--- config.mk ---
export PLATFORM = sky130hd
export DESIGN_NAME = positional_char_list_engine_top
export DESIGN_NICKNAME = d
export VERILOG_FILES = /design/src/rtl/core/pcl_pkg.sv /design/src/rtl/core/pcl_ram.sv /design/src/rtl/core/pcl_mod.sv /design/src/rtl/core/positional_char_list_engine_top.sv
export SDC_FILE = /design/constraint.sdc
export NUM_CORES = 1
export LEC_CHECK = 0
export ABC_CLOCK_PERIOD_IN_PS = 6300
export BUFFER_PORTS_ARGS = -buffer_cell sky130_fd_sc_hd__buf_2
export CORE_MARGIN = 10
export CORE_UTILIZATION = 35
export DETAILED_ROUTE_END_ITERATION = 7
export GPL_ROUTABILITY_DRIVEN = 1
export GPL_TIMING_DRIVEN = 0
export PLACE_DENSITY = 0.48
export SLEW_MARGIN = 10
export SYNTH_ARGS = -nofsm -noshare
export SYNTH_HDL_FRONTEND = slang
export SYNTH_SLANG_ARGS = --single-unit
--- constraint.sdc ---
create_clock -name clk -period 6.3 [get_ports clk]
set_input_delay 1.26 -clock clk [delete_from_list [all_inputs] [get_ports clk]]
set_output_delay 1.26 -clock clk [all_outputs]
set_load 0.05 [all_outputs]
--- src/rtl/core/pcl_pkg.sv ---
// Shared types and constants for the positional char list engine.
// Depends on nothing; pcl_mod and the top module refer to it by scoped names.
package pcl_pkg;

    localparam int POS_W     = 16;  // position and end_position
    localparam int DATA_W    = 8;   // element byte
    localparam int CMD_W     = 3;
    localparam int STAT_W    = 3;
    localparam int FIDX_W    = 6;   // found_index port width
    localparam int LENO_W    = 7;   // length port width
    localparam int DIV_CNT_W = $clog2(POS_W + 1);

    typedef logic [CMD_W-1:0]  cmd_t;
    typedef logic [STAT_W-1:0] status_t;
    typedef logic [DATA_W-1:0] byte_t;
    typedef logic [POS_W-1:0]  pos_t;

    localparam cmd_t CMD_INSERT  = 3'd0;
    localparam cmd_t CMD_DELETE  = 3'd1;
    localparam cmd_t CMD_GET     = 3'd2;
    localparam cmd_t CMD_SET     = 3'd3;
    localparam cmd_t CMD_SEARCH  = 3'd4;
    localparam cmd_t CMD_REVERSE = 3'd5;

    localparam status_t ST_OK       = 3'd0;
    localparam status_t ST_BADPOS   = 3'd1;
    localparam status_t ST_FULL     = 3'd2;
    localparam status_t ST_NOTFOUND = 3'd3;
    localparam status_t ST_EMPTY    = 3'd4;

endpackage

--- src/rtl/core/pcl_ram.sv ---
// Generic simple dual-port RAM: one write port, one read port with registered data.
// Depends on nothing.
module pcl_ram #(
    parameter int WIDTH = 8,
    parameter int DEPTH = 64
) (
    input  logic                     clk,
    input  logic                     we,
    input  logic [$clog2(DEPTH)-1:0] waddr,
    input  logic [WIDTH-1:0]         wdata,
    input  logic                     re,
    input  logic [$clog2(DEPTH)-1:0] raddr,
    output logic [WIDTH-1:0]         rdata
);

    logic [WIDTH-1:0] mem [DEPTH];

    always_ff @(posedge clk)
    begin
        if (we)
        begin
            mem[waddr] <= wdata;
        end
    end

    // hold read data while re is low
    always_ff @(posedge clk)
    begin
        if (re)
        begin
            rdata <= mem[raddr];
        end
    end

endmodule

--- src/rtl/core/pcl_mod.sv ---
// Iterative remainder unit: dividend mod divisor, one quotient bit per cycle.
// Depends on pcl_pkg for the dividend width.
module pcl_mod #(
    parameter int DIV_W = 7
) (
    input  logic                  clk,
    input  logic                  rst_n,
    input  logic                  start,
    input  pcl_pkg::pos_t         dividend,
    input  logic [DIV_W-1:0]      divisor,
    output logic                  done,
    output logic [DIV_W-1:0]      remainder
);

    logic                            busy_reg;
    logic                            done_reg;
    logic [pcl_pkg::DIV_CNT_W-1:0]   cnt_reg;
    logic [DIV_W-1:0]                rem_reg;
    logic [DIV_W-1:0]                dsr_reg;
    pcl_pkg::pos_t                   q_reg;
    logic [DIV_W:0]                  shifted;
    logic [DIV_W:0]                  dsr_ext;

    assign shifted = {rem_reg, q_reg[pcl_pkg::POS_W-1]};
    assign dsr_ext = {1'b0, dsr_reg};

    always_ff @(posedge clk or negedge rst_n)
    begin
        if (!rst_n)
        begin
            busy_reg <= 1'b0;
            done_reg <= 1'b0;
            cnt_reg  <= '0;
        end
        else
        begin
            done_reg <= 1'b0;
            if (start)
            begin
                busy_reg <= 1'b1;
                cnt_reg  <= pcl_pkg::DIV_CNT_W'(pcl_pkg::POS_W);
            end
            else if (busy_reg)
            begin
                cnt_reg <= cnt_reg - pcl_pkg::DIV_CNT_W'(1);
                if (cnt_reg == pcl_pkg::DIV_CNT_W'(1))
                begin
                    busy_reg <= 1'b0;
                    done_reg <= 1'b1;
                end
            end
        end
    end

    // restoring step: shift in next dividend bit, subtract when it fits
    always_ff @(posedge clk)
    begin
        if (start)
        begin
            rem_reg <= '0;
            q_reg   <= dividend;
            dsr_reg <= divisor;
        end
        else if (busy_reg)
        begin
            q_reg <= {q_reg[pcl_pkg::POS_W-2:0], 1'b0};
            if (shifted >= dsr_ext)
            begin
                rem_reg <= DIV_W'(shifted - dsr_ext);
            end
            else
            begin
                rem_reg <= shifted[DIV_W-1:0];
            end
        end
    end

    assign done      = done_reg;
    assign remainder = rem_reg;

endmodule

--- src/rtl/core/positional_char_list_engine_top.sv ---
// Top level of the positional char list engine: sequencer, list length and result beat.
// Depends on pcl_pkg, pcl_ram (element cells) and pcl_mod (remainder for get).
//
//  channel | direction | handshake           | payload
//  --------+-----------+---------------------+------------------------------------------
//  in      | input     | in_valid / in_stall | cmd, position, end_position, data_in
//  out     | output    | out_valid/out_stall | status, data_out, found_index, length
//
// Set and errors finish in the decode state. Insert and delete move each cell between
// the position and the end of the list with a read and then a write; search reads and
// compares one cell at a time up to a match or the end; reverse reads both ends of each
// swap, then writes them back crossed; get waits for the 16-step remainder unit, then
// reads one cell. The cell RAM has a single read port. One command is in work at a time.
// Reset clears the length and the control state; cells hold no defined value until
// written and are never read beyond the length. A waiting result beat holds the
// sequencer in its final state; a new beat is taken while the previous result waits.
module positional_char_list_engine_top #(
    parameter int CAPACITY = 64
) (
    input  logic                          clk,
    input  logic                          rst_n,
    input  logic                          in_valid,
    output logic                          in_stall,
    input  pcl_pkg::cmd_t                 cmd,
    input  pcl_pkg::pos_t                 position,
    input  pcl_pkg::pos_t                 end_position,
    input  pcl_pkg::byte_t                data_in,
    output logic                          out_valid,
    input  logic                          out_stall,
    output pcl_pkg::status_t              status,
    output pcl_pkg::byte_t                data_out,
    output logic [pcl_pkg::FIDX_W-1:0]    found_index,
    output logic [pcl_pkg::LENO_W-1:0]    length
);

    localparam int ADDR_W = $clog2(CAPACITY);
    localparam int LEN_W  = $clog2(CAPACITY + 1);
    localparam int FIDX_W = pcl_pkg::FIDX_W;
    localparam int LENO_W = pcl_pkg::LENO_W;
    localparam int POS_W  = pcl_pkg::POS_W;

    // sequencer states
    localparam logic [3:0] S_IDLE     = 4'd0;
    localparam logic [3:0] S_DEC      = 4'd1;
    localparam logic [3:0] S_MV_RD    = 4'd2;
    localparam logic [3:0] S_MV_WR    = 4'd3;
    localparam logic [3:0] S_INS_WR   = 4'd4;
    localparam logic [3:0] S_DEL_CAP  = 4'd5;
    localparam logic [3:0] S_GET_DIV  = 4'd6;
    localparam logic [3:0] S_GET_CAP  = 4'd7;
    localparam logic [3:0] S_SR_RD    = 4'd8;
    localparam logic [3:0] S_SR_CMP   = 4'd9;
    localparam logic [3:0] S_RV_RD_LO = 4'd10;
    localparam logic [3:0] S_RV_RD_HI = 4'd11;
    localparam logic [3:0] S_RV_WR_LO = 4'd12;
    localparam logic [3:0] S_RV_WR_HI = 4'd13;
    localparam logic [3:0] S_DONE     = 4'd14;

    logic [3:0]              state_reg, state_next;
    pcl_pkg::cmd_t           cmd_reg;
    pcl_pkg::pos_t           pos_reg;
    pcl_pkg::pos_t           end_reg;
    pcl_pkg::byte_t          din_reg;
    logic [LEN_W-1:0]        len_reg, len_next;
    logic [LEN_W-1:0]        idx_reg, idx_next;
    logic [ADDR_W-1:0]       lo_reg, lo_next;
    logic [ADDR_W-1:0]       hi_reg, hi_next;
    pcl_pkg::byte_t          tmp_reg, tmp_next;
    pcl_pkg::status_t        res_stat_reg, res_stat_next;
    pcl_pkg::byte_t          res_dout_reg, res_dout_next;
    logic [LEN_W-1:0]        res_fidx_reg, res_fidx_next;

    logic                    out_valid_reg;
    pcl_pkg::status_t        status_reg;
    pcl_pkg::byte_t          dout_reg;
    logic [FIDX_W-1:0]       fidx_reg;
    logic [LENO_W-1:0]       length_reg;
    logic                    out_load;

    logic                    ram_we;
    logic [ADDR_W-1:0]       ram_waddr;
    pcl_pkg::byte_t          ram_wdata;
    logic                    ram_re;
    logic [ADDR_W-1:0]       ram_raddr;
    pcl_pkg::byte_t          ram_rdata;

    logic                    div_start;
    logic                    div_done;
    logic [LEN_W-1:0]        div_rem;

    logic                    in_accept;
    logic [POS_W-1:0]        len_p;
    logic [LEN_W-1:0]        pos_l;
    logic [LEN_W-1:0]        mv_src;

    assign in_stall  = (state_reg != S_IDLE);
    assign in_accept = in_valid && !in_stall;

    // length and positions compared at the position width; pos_l is used only
    // once the position is known to lie within the list
    assign len_p  = POS_W'(len_reg);
    assign pos_l  = pos_reg[LEN_W-1:0];
    // insert moves each cell up from below, delete pulls each cell down from above
    assign mv_src = (cmd_reg == pcl_pkg::CMD_DELETE) ? idx_reg + LEN_W'(1)
                                                     : idx_reg - LEN_W'(1);

    pcl_ram #(
        .WIDTH (pcl_pkg::DATA_W),
        .DEPTH (CAPACITY)
    ) u_cells (
        .clk   (clk),
        .we    (ram_we),
        .waddr (ram_waddr),
        .wdata (ram_wdata),
        .re    (ram_re),
        .raddr (ram_raddr),
        .rdata (ram_rdata)
    );

    pcl_mod #(
        .DIV_W (LEN_W)
    ) u_mod (
        .clk       (clk),
        .rst_n     (rst_n),
        .start     (div_start),
        .dividend  (pos_reg),
        .divisor   (len_reg),
        .done      (div_done),
        .remainder (div_rem)
    );

    always_comb
    begin
        state_next    = state_reg;
        len_next      = len_reg;
        idx_next      = idx_reg;
        lo_next       = lo_reg;
        hi_next       = hi_reg;
        tmp_next      = tmp_reg;
        res_stat_next = res_stat_reg;
        res_dout_next = res_dout_reg;
        res_fidx_next = res_fidx_reg;
        ram_we        = 1'b0;
        ram_waddr     = '0;
        ram_wdata     = ram_rdata;
        ram_re        = 1'b0;
        ram_raddr     = '0;
        div_start     = 1'b0;
        out_load      = 1'b0;

        case (state_reg)
            S_IDLE:
            begin
                if (in_accept)
                begin
                    state_next = S_DEC;
                end
            end

            S_DEC:
            begin
                // every command starts from a clean result
                res_stat_next = pcl_pkg::ST_OK;
                res_dout_next = '0;
                res_fidx_next = '0;
                state_next    = S_DONE;
                case (cmd_reg)
                    pcl_pkg::CMD_INSERT:
                    begin
                        if (pos_reg > len_p)
                        begin
                            res_stat_next = pcl_pkg::ST_BADPOS;
                        end
                        else if (len_reg == LEN_W'(CAPACITY))
                        begin
                            res_stat_next = pcl_pkg::ST_FULL;
                        end
                        else if (len_p > pos_reg)
                        begin
                            idx_next   = len_reg;
                            state_next = S_MV_RD;
                        end
                        else
                        begin
                            state_next = S_INS_WR;
                        end
                    end
                    pcl_pkg::CMD_DELETE:
                    begin
                        if (pos_reg >= len_p)
                        begin
                            res_stat_next = pcl_pkg::ST_BADPOS;
                        end
                        else
                        begin
                            ram_re     = 1'b1;
                            ram_raddr  = pos_l[ADDR_W-1:0];
                            state_next = S_DEL_CAP;
                        end
                    end
                    pcl_pkg::CMD_GET:
                    begin
                        if (len_reg == '0)
                        begin
                            res_stat_next = pcl_pkg::ST_EMPTY;
                        end
                        else
                        begin
                            div_start  = 1'b1;
                            state_next = S_GET_DIV;
                        end
                    end
                    pcl_pkg::CMD_SET:
                    begin
                        if (pos_reg >= len_p)
                        begin
                            res_stat_next = pcl_pkg::ST_BADPOS;
                        end
                        else
                        begin
                            ram_we    = 1'b1;
                            ram_waddr = pos_l[ADDR_W-1:0];
                            ram_wdata = din_reg;
                        end
                    end
                    pcl_pkg::CMD_SEARCH:
                    begin
                        if (len_reg == '0)
                        begin
                            res_stat_next = pcl_pkg::ST_NOTFOUND;
                        end
                        else
                        begin
                            idx_next   = '0;
                            state_next = S_SR_RD;
                        end
                    end
                    pcl_pkg::CMD_REVERSE:
                    begin
                        if (end_reg >= len_p)
                        begin
                            res_stat_next = pcl_pkg::ST_BADPOS;
                        end
                        else if (pos_reg < end_reg)
                        begin
                            lo_next    = pos_reg[ADDR_W-1:0];
                            hi_next    = end_reg[ADDR_W-1:0];
                            state_next = S_RV_RD_LO;
                        end
                    end
                    default:
                    begin
                        // unused codes: report ok, change nothing
                    end
                endcase
            end

            S_MV_RD:
            begin
                ram_re     = 1'b1;
                ram_raddr  = mv_src[ADDR_W-1:0];
                state_next = S_MV_WR;
            end

            S_MV_WR:
            begin
                ram_we    = 1'b1;
                ram_waddr = idx_reg[ADDR_W-1:0];
                ram_wdata = ram_rdata;
                idx_next  = mv_src;
                if (cmd_reg == pcl_pkg::CMD_DELETE)
                begin
                    // length already dropped by one
                    state_next = (mv_src < len_reg) ? S_MV_RD : S_DONE;
                end
                else
                begin
                    state_next = (mv_src > pos_l) ? S_MV_RD : S_INS_WR;
                end
            end

            S_INS_WR:
            begin
                ram_we     = 1'b1;
                ram_waddr  = pos_l[ADDR_W-1:0];
                ram_wdata  = din_reg;
                len_next   = len_reg + LEN_W'(1);
                state_next = S_DONE;
            end

            S_DEL_CAP:
            begin
                res_dout_next = ram_rdata;
                len_next      = len_reg - LEN_W'(1);
                idx_next      = pos_l;
                state_next    = ((pos_l + LEN_W'(1)) < len_reg) ? S_MV_RD : S_DONE;
            end

            S_GET_DIV:
            begin
                if (div_done)
                begin
                    ram_re     = 1'b1;
                    ram_raddr  = div_rem[ADDR_W-1:0];
                    state_next = S_GET_CAP;
                end
            end

            S_GET_CAP:
            begin
                res_dout_next = ram_rdata;
                state_next    = S_DONE;
            end

            S_SR_RD:
            begin
                ram_re     = 1'b1;
                ram_raddr  = idx_reg[ADDR_W-1:0];
                state_next = S_SR_CMP;
            end

            S_SR_CMP:
            begin
                if (ram_rdata == din_reg)
                begin
                    res_fidx_next = idx_reg;
                    state_next    = S_DONE;
                end
                else if ((idx_reg + LEN_W'(1)) < len_reg)
                begin
                    idx_next   = idx_reg + LEN_W'(1);
                    state_next = S_SR_RD;
                end
                else
                begin
                    res_stat_next = pcl_pkg::ST_NOTFOUND;
                    state_next    = S_DONE;
                end
            end

            S_RV_RD_LO:
            begin
                ram_re     = 1'b1;
                ram_raddr  = lo_reg;
                state_next = S_RV_RD_HI;
            end

            S_RV_RD_HI:
            begin
                // low element arrives as the high read goes out
                ram_re     = 1'b1;
                ram_raddr  = hi_reg;
                tmp_next   = ram_rdata;
                state_next = S_RV_WR_LO;
            end

            S_RV_WR_LO:
            begin
                ram_we     = 1'b1;
                ram_waddr  = lo_reg;
                ram_wdata  = ram_rdata;
                state_next = S_RV_WR_HI;
            end

            S_RV_WR_HI:
            begin
                ram_we     = 1'b1;
                ram_waddr  = hi_reg;
                ram_wdata  = tmp_reg;
                lo_next    = lo_reg + ADDR_W'(1);
                hi_next    = hi_reg - ADDR_W'(1);
                state_next = ((lo_reg + ADDR_W'(1)) < (hi_reg - ADDR_W'(1))) ? S_RV_RD_LO
                                                                             : S_DONE;
            end

            S_DONE:
            begin
                // wait here until the output register is free
                if (!out_valid_reg || !out_stall)
                begin
                    out_load   = 1'b1;
                    state_next = S_IDLE;
                end
            end

            default:
            begin
                state_next = S_IDLE;
            end
        endcase
    end

    always_ff @(posedge clk or negedge rst_n)
    begin
        if (!rst_n)
        begin
            state_reg     <= S_IDLE;
            len_reg       <= '0;
            out_valid_reg <= 1'b0;
        end
        else
        begin
            state_reg <= state_next;
            len_reg   <= len_next;
            if (out_load)
            begin
                out_valid_reg <= 1'b1;
            end
            else if (!out_stall)
            begin
                out_valid_reg <= 1'b0;
            end
        end
    end

    // command capture and working values
    always_ff @(posedge clk)
    begin
        if (in_accept)
        begin
            cmd_reg <= cmd;
            pos_reg <= position;
            end_reg <= end_position;
            din_reg <= data_in;
        end
        idx_reg      <= idx_next;
        lo_reg       <= lo_next;
        hi_reg       <= hi_next;
        tmp_reg      <= tmp_next;
        res_stat_reg <= res_stat_next;
        res_dout_reg <= res_dout_next;
        res_fidx_reg <= res_fidx_next;
    end

    // result beat register; holds while stalled
    always_ff @(posedge clk)
    begin
        if (out_load)
        begin
            status_reg <= res_stat_reg;
            dout_reg   <= res_dout_reg;
            fidx_reg   <= FIDX_W'(res_fidx_reg);
            length_reg <= LENO_W'(len_reg);
        end
    end

    assign out_valid   = out_valid_reg;
    assign status      = status_reg;
    assign data_out    = dout_reg;
    assign found_index = fidx_reg;
    assign length      = length_reg;

    // list never grows past its capacity
    a_len_bound: assert property (@(posedge clk) disable iff (!rst_n)
        len_reg <= LEN_W'(CAPACITY))
        else $error("list length above capacity");

    // remainder from the remainder unit always addresses a cell inside the list
    a_rem_in_list: assert property (@(posedge clk) disable iff (!rst_n)
        div_done |-> (div_rem < len_reg))
        else $error("get remainder outside list");

    // a swap pass only starts with the low index below the high index
    a_rev_order: assert property (@(posedge clk) disable iff (!rst_n)
        (state_reg == S_RV_RD_LO) |-> (lo_reg < hi_reg))
        else $error("reverse indexes crossed");

    // an accepted beat is decoded on the next cycle
    a_accept_dec: assert property (@(posedge clk) disable iff (!rst_n)
        in_accept |=> (state_reg == S_DEC))
        else $error("accepted beat not decoded");

endmodule

# Word-level counts from Yosys, hierarchy flattened
# Memories as Yosys holds them, arrays and structs flattened. A register that Yosys moved wholly into a read port is not among the register bits.
# Cells that the tools add are included.
dict set report word_totals {
  register_bits 160
  output_inout_bits 26
  memories 1
  mem_bits_rw 512
}
# memory words width rd rd_ports_with_merged_regs write_ports line_no
set mem_list {}
lappend mem_list {u_cells.mem 64 8 1 1 1 pcl_ram.sv:16} ;# logic [WIDTH-1:0] mem [DEPTH];
dict set report op_classes {
  eq_ne 38
  n_mux 86
  n_reduce_logical 25
  order_cmp 11
  add_sub_neg 9
}
# op count
set op_table {}
lappend op_table {{$mux 6} 11}
lappend op_table {{$mux 7} 8}
lappend op_table {{$pmux 4 s14} 1}
lappend op_table {{$mux 4} 10}
lappend op_table {{$pmux 6 s2} 3}
lappend op_table {{$pmux 6 s6} 1}
lappend op_table {{$mux 3} 11}
lappend op_table {{$ge 16x7->1} 2}
lappend op_table {{$mux 16} 2}
lappend op_table {{$pmux 6 s5} 1}
lappend op_table {{$eq 4x4->1 const B} 7}
lappend op_table {{$pmux 7 s2} 2}
lappend op_table {{$pmux 7 s4} 1}
lappend op_table {{$pmux 8 s3} 1}
lappend op_table {{$add 7x1->7 const B} 3}
lappend op_table {{$lt 7x7->1} 3}
lappend op_table {{$mux 1} 21}
lappend op_table {{$pmux 4 s5} 1}
lappend op_table {{$ne 2x2->1 const B} 9}
lappend op_table {{$eq 4x3->1 const B} 4}
lappend op_table {{$gt 16x7->1} 1}
lappend op_table {{$gt 7x16->1} 1}
lappend op_table {{$lt 16x16->1} 1}
lappend op_table {{$mux 8} 2}
lappend op_table {{other kinds (40)} 62}

# Depth between registers and ports, before layout
dict set report depth {
  ltp_word 6
  depth_mapped 17
  mapped_depth_nobuf 15
}

# Hierarchy
# A second synthesis with hierarchy kept.
dict set report hier_totals {
  cells_unflattened 1823
  hier_area_um2 29694.7
}
# mod area_per_inst_um2 instances seq_area_each_um2 cells_each
set by_module_without_submodules {}
lappend by_module_without_submodules {pcl_ram 20270.7 1 15615.0 972}
lappend by_module_without_submodules {positional_char_list_engine_top 7464.7 1 3633.5 688}
lappend by_module_without_submodules {pcl_mod 1959.4 1 1006.0 163}

# Worst setup path after synthesis
# OpenSTA, ideal clock, no wires.
dict set report synth_timing {
  kind {flip-flop to flip-flop}
  startpoint {register len_reg[5]}
  endpoint {memory u_cells.mem[48][0], enable pin}
  required_time_ns 5.905
  path_stages_with_launch 15
  setup_time_ns 0.395
  slack_ns 2.218
  t_arrival_ns 3.688
  cell_sequence {dfrtp_1 inv_1 ha_1 a21oi_1 nor2b_1 or4_1 buf_2 nor2_2 a32oi_1 nor3_2 buf_2 nand2_1 nand2_1 nand4_1 nor4_1}
}
dict set report synth_via {
  elab_chain_cells 6
}
# element line_no
set synth_rtl {}
lappend synth_rtl {{start, declared} positional_char_list_engine_top.sv:64} ;# logic [LEN_W-1:0] len_reg, len_next;
lappend synth_rtl {{start signal, assigned} positional_char_list_engine_top.sv:404} ;# len_reg <= len_next;
lappend synth_rtl {{$ge 16x7->1 (*)} positional_char_list_engine_top.sv:215} ;# if (pos_reg >= len_p)
lappend synth_rtl {{$mux 1} positional_char_list_engine_top.sv:215}
lappend synth_rtl {{$mux 1} positional_char_list_engine_top.sv:167} ;# case (cmd_reg)
lappend synth_rtl {{$pmux 1 s2} positional_char_list_engine_top.sv:151} ;# case (state_reg)
lappend synth_rtl {{$mux 1} pcl_ram.sv:20} ;# if (we)
lappend synth_rtl {{$mux 1 (implied by the code)} pcl_ram.sv:22} ;# mem[waddr] <= wdata;
lappend synth_rtl {{end, declared} pcl_ram.sv:16}
# Mark *: on every way between the ends. The rest lies on a longest branch, timed or not.

# Worst setup path after layout
dict set report layout_timing {
  startpoint {register len_reg[5]}
  endpoint {register u_cells.rdata[1] (read register of u_cells.mem) (data pin)}
}
dict set report layout_via {
  elab_chain_cells 4
}
# element line_no
set layout_rtl {}
lappend layout_rtl {{$ge 16x7->1 (*)} positional_char_list_engine_top.sv:190} ;# if (pos_reg >= len_p)
lappend layout_rtl {{$mux 6 / $mux 1 (equally long branches)} positional_char_list_engine_top.sv:190}
lappend layout_rtl {{$mux 6 / $mux 1 (equally long branches)} positional_char_list_engine_top.sv:167}
lappend layout_rtl {{$pmux 6 s6 / $pmux 1 s3 (equally long branches)} positional_char_list_engine_top.sv:151}
lappend layout_rtl {{end, declared} pcl_ram.sv:13} ;# output logic [WIDTH-1:0] rdata
# Marks and branches as above.
# A chain may end at the register's enable or synchronous reset.

==> flow_metrics.env <==
export IMPL_status="finished clean"
export IMPL_synth_avg_cell_area_sq_um=12.01
export IMPL_clock_tree_buffer_depth=3
export IMPL_root_buffer="clkbuf_16"
export IMPL_num_vias=21455
export IMPL_fill_cells=8087
export IMPL_cp_max_fo=10
export IMPL_wl_per_cell_um=26.72
export IMPL_place_port_buffers=72
export IMPL_synth_async_reset_ratio_pct=2.794
export IMPL_final_common_cell="edfxtp_1"
export IMPL_synthesis_area_sq_um=29980
export IMPL_grt_pass1_wl_mm=148.8
export IMPL_grt_use_met1_pct=28.08
export IMPL_drc=0
export IMPL_ys_ff_latch=680
export IMPL_slew_viol_final=0
export IMPL_hold_violations=0
export IMPL_synthFlopType="edfxtp_1"
export IMPL_antenna_found_initial=3
export IMPL_worstSkewPairLatency_ns=0.64
export IMPL_drive_gt1_share_pct=10.42
export IMPL_synth_edf_count=654
export IMPL_relSlewSlack_pct=13.07
export IMPL_multi_input_area_sq_um=8907
export IMPL_cts_made_buffers=79
export IMPL_place_gp_congestion=0.9171
export IMPL_setup_viol=0
export IMPL_rows=107
export IMPL_skew_ns=0.02537
export IMPL_synth_top_area_share_pct=65.51
export IMPL_track_usage_pct=20.65
export IMPL_clk_pin_slew_worst_paths_ns=0.06
export IMPL_grt_overflow=0
export IMPL_final_util_pct=40.76
export IMPL_worst_slew_pin_slew_ns=1.301
export IMPL_vdd_ir_drop_max_uv=339.9
export IMPL_viasPerCell=5.541
export IMPL_antenna_left=0
export IMPL_cap_violations=0
export IMPL_first_iter_violations=2628
export IMPL_cts_max_level=3
export IMPL_wirelength_mm=103.4
export IMPL_largest_register_ffs=512
export IMPL_power_leakage_nw=12.39
export IMPL_worstSetupEndpointType="flop"
export IMPL_yosysSeqAreaShare_pct=67.57
export IMPL_grt_pass1_vias=20785
export IMPL_nets=2792
export IMPL_min_period_over_period_pct=92.70
export IMPL_ys_warn_count=0
export IMPL_cts_tree="built"
export IMPL_grt_busiest_layer="met2"
export IMPL_ctsResizeCount=0
export IMPL_cellPowerDensity_nw_per_um2=564.3
export IMPL_hpwl_mm=71.88
export IMPL_path_class="reg2reg"
export IMPL_initial_core_util_pct=35.26
export IMPL_ys_types=68
export IMPL_clock_sinks=680
export IMPL_max_freq_mhz=171.2
export IMPL_synthToLayoutAreaGrowth_pct=15.59
export IMPL_worstPathRequired_ns=6.78
export IMPL_ios=73
export IMPL_syn_nets=2625
export IMPL_rsz0062_at_grt="false"
export IMPL_fin_crit_ns=5.840
export IMPL_coreArea_sq_um=85010
export IMPL_die_w_um=312.7
export IMPL_die_area_sq_um=97760
export IMPL_finalSetupTns_ns=0
export IMPL_register_area_sq_um=20250
export IMPL_first_pass_iters=6
export IMPL_start_kind="flop"
export IMPL_met2_usage_pct=32.76
export IMPL_hp_class="reg2reg"
export IMPL_syn_inst=2497
export IMPL_yosysTopAreaCell="edfxtp_1"
export IMPL_grt_max_degree=61
export IMPL_postCtsHoldBufs=0
export IMPL_max_flop_register="u_cells.mem"
export IMPL_grt_util_met3_pct=4.186
export IMPL_final_cell_mix="edfxtp_1 (654), nand2_1 (529), nand3_1 (216), nor2_1 (192), buf_2 (114)"
export IMPL_worstPathArrival_ns=6.32
export IMPL_fp_dieH_um=312.7
export IMPL_synth_area_leaders="edfxtp_1 (66%), nand2_1 (6.6%), nand3_1 (3.6%), ha_1 (3.3%), nor2_1 (2.4%)"
export IMPL_cts_setup_buffers=0
-- synth_stat cells, types with 20 or more instances --
cell type and number:
o21ai_0 89, buf_2 42, a31oi_1 27, clkbuf_1 73, nand2_1 529, nor2_1 192, mux2i_1 21, inv_1 60
nand4_1 23, xnor2_1 32, nand3_1 216, a21oi_1 97, nor3_1 22, ha_1 79, nor2b_1 20, and3_1 34
edfxtp_1 654
-- cell type report --
| cell class | instances | area share, % |
|---|---|---|
| repair buffers | 86 | 1.766 |
| flip-flops and latches | 680 | 58.45 |
| plain buffers | 139 | 1.787 |
| inverters | 60 | 0.6716 |
| clock buffers | 94 | 5.990 |
| well taps | 1144 | 4.131 |
| diodes | 2 | 0.01444 |
| clock inverters | 49 | 1.484 |
| multi-input cells | 1618 | 25.70 |
-- logic make-up after synthesis --
family / after synthesis / share of synthesized area, %
multiplexers: 23 / 0.7763
AND/OR/NAND/NOR: 1105 / 16.17
flip-flops: 680 / 67.57
adder cells (fa/ha/maj): 81 / 3.431
buffers and inverters: 199 / 2.817
AO/OA/AOI/OAI: 362 / 7.868
XOR/XNOR: 47 / 1.373
-- final timing paths --
kind | startpoint | to | slack, ns | cells past startpoint
worst max-delay path | len_reg[5] | u_cells.rdata[1] | 0.46 | 15
worst min-delay path | res_dout_reg[2] | data_out[2] | 0.42 | 0
worst max register to register | len_reg[5] | u_cells.rdata[1] | 0.46 | 15
worst min register to register | res_dout_reg[2] | data_out[2] | 0.42 | 0
max in group asynchronous | rst_n | state_reg[1] | 5.33 | 1
min in group asynchronous | rst_n | u_mod.cnt_reg[0] | 0.59 | 1
-- power by group --
part | leakage, nW | total, mW | switching, mW | internal, mW
Clock | 1.26 | 4.62 | 1.92 | 2.70
Sequential | 6.22 | 6.51 | 0.277 | 6.23
Combinational | 4.91 | 8.42 | 6.34 | 2.08
Total | 12.4 | 19.6 | 8.54 | 11.0
-- per-layer routing --
| layer | part of all wire, % | vias to the layer above |
|---|---|---|
| li1 | - | 9502 |
| met1 | 42 | 10800 |
| met2 | 46 | 960 |
| met3 | 8.3 | 189 |
| met4 | 3.4 | 4 |
| met5 | 0.026 | - |
-- critical path, stage by stage, from the launching register on --
cell and delay (ns):
dfrtp_1 0.55, inv_1 0.27, ha_1 0.36, a21oi_1 0.15, nor2b_1 0.05, or4_1 0.38, buf_2 0.20, nor3_2 0.20
buf_4 0.23, a21oi_1 0.21, nor2_1 0.29, clkbuf_1 0.76, clkbuf_1 0.76, nand3_1 0.21, a31oi_1 0.79, a211o_1 0.24
-- through the flow --
step           power, mW  setup slack, ns  hold WS (ns)  instances  area, sq um
2_1_floorplan      10.91            2.218        0.4003       2497        29980
6_report           19.55           0.4601        0.4153       3872        34650
5_1_grt            20.35           0.3293        0.4213       3870        34650
4_1_cts            19.47           0.5430        0.4166       3870        34640
3_3_place_gp       14.60           0.3053        0.4027       3713        31770
3_5_place_dp       14.85           0.5332        0.4045       3727        32050
No activity file was read; power rests on OpenSTA's default activity.
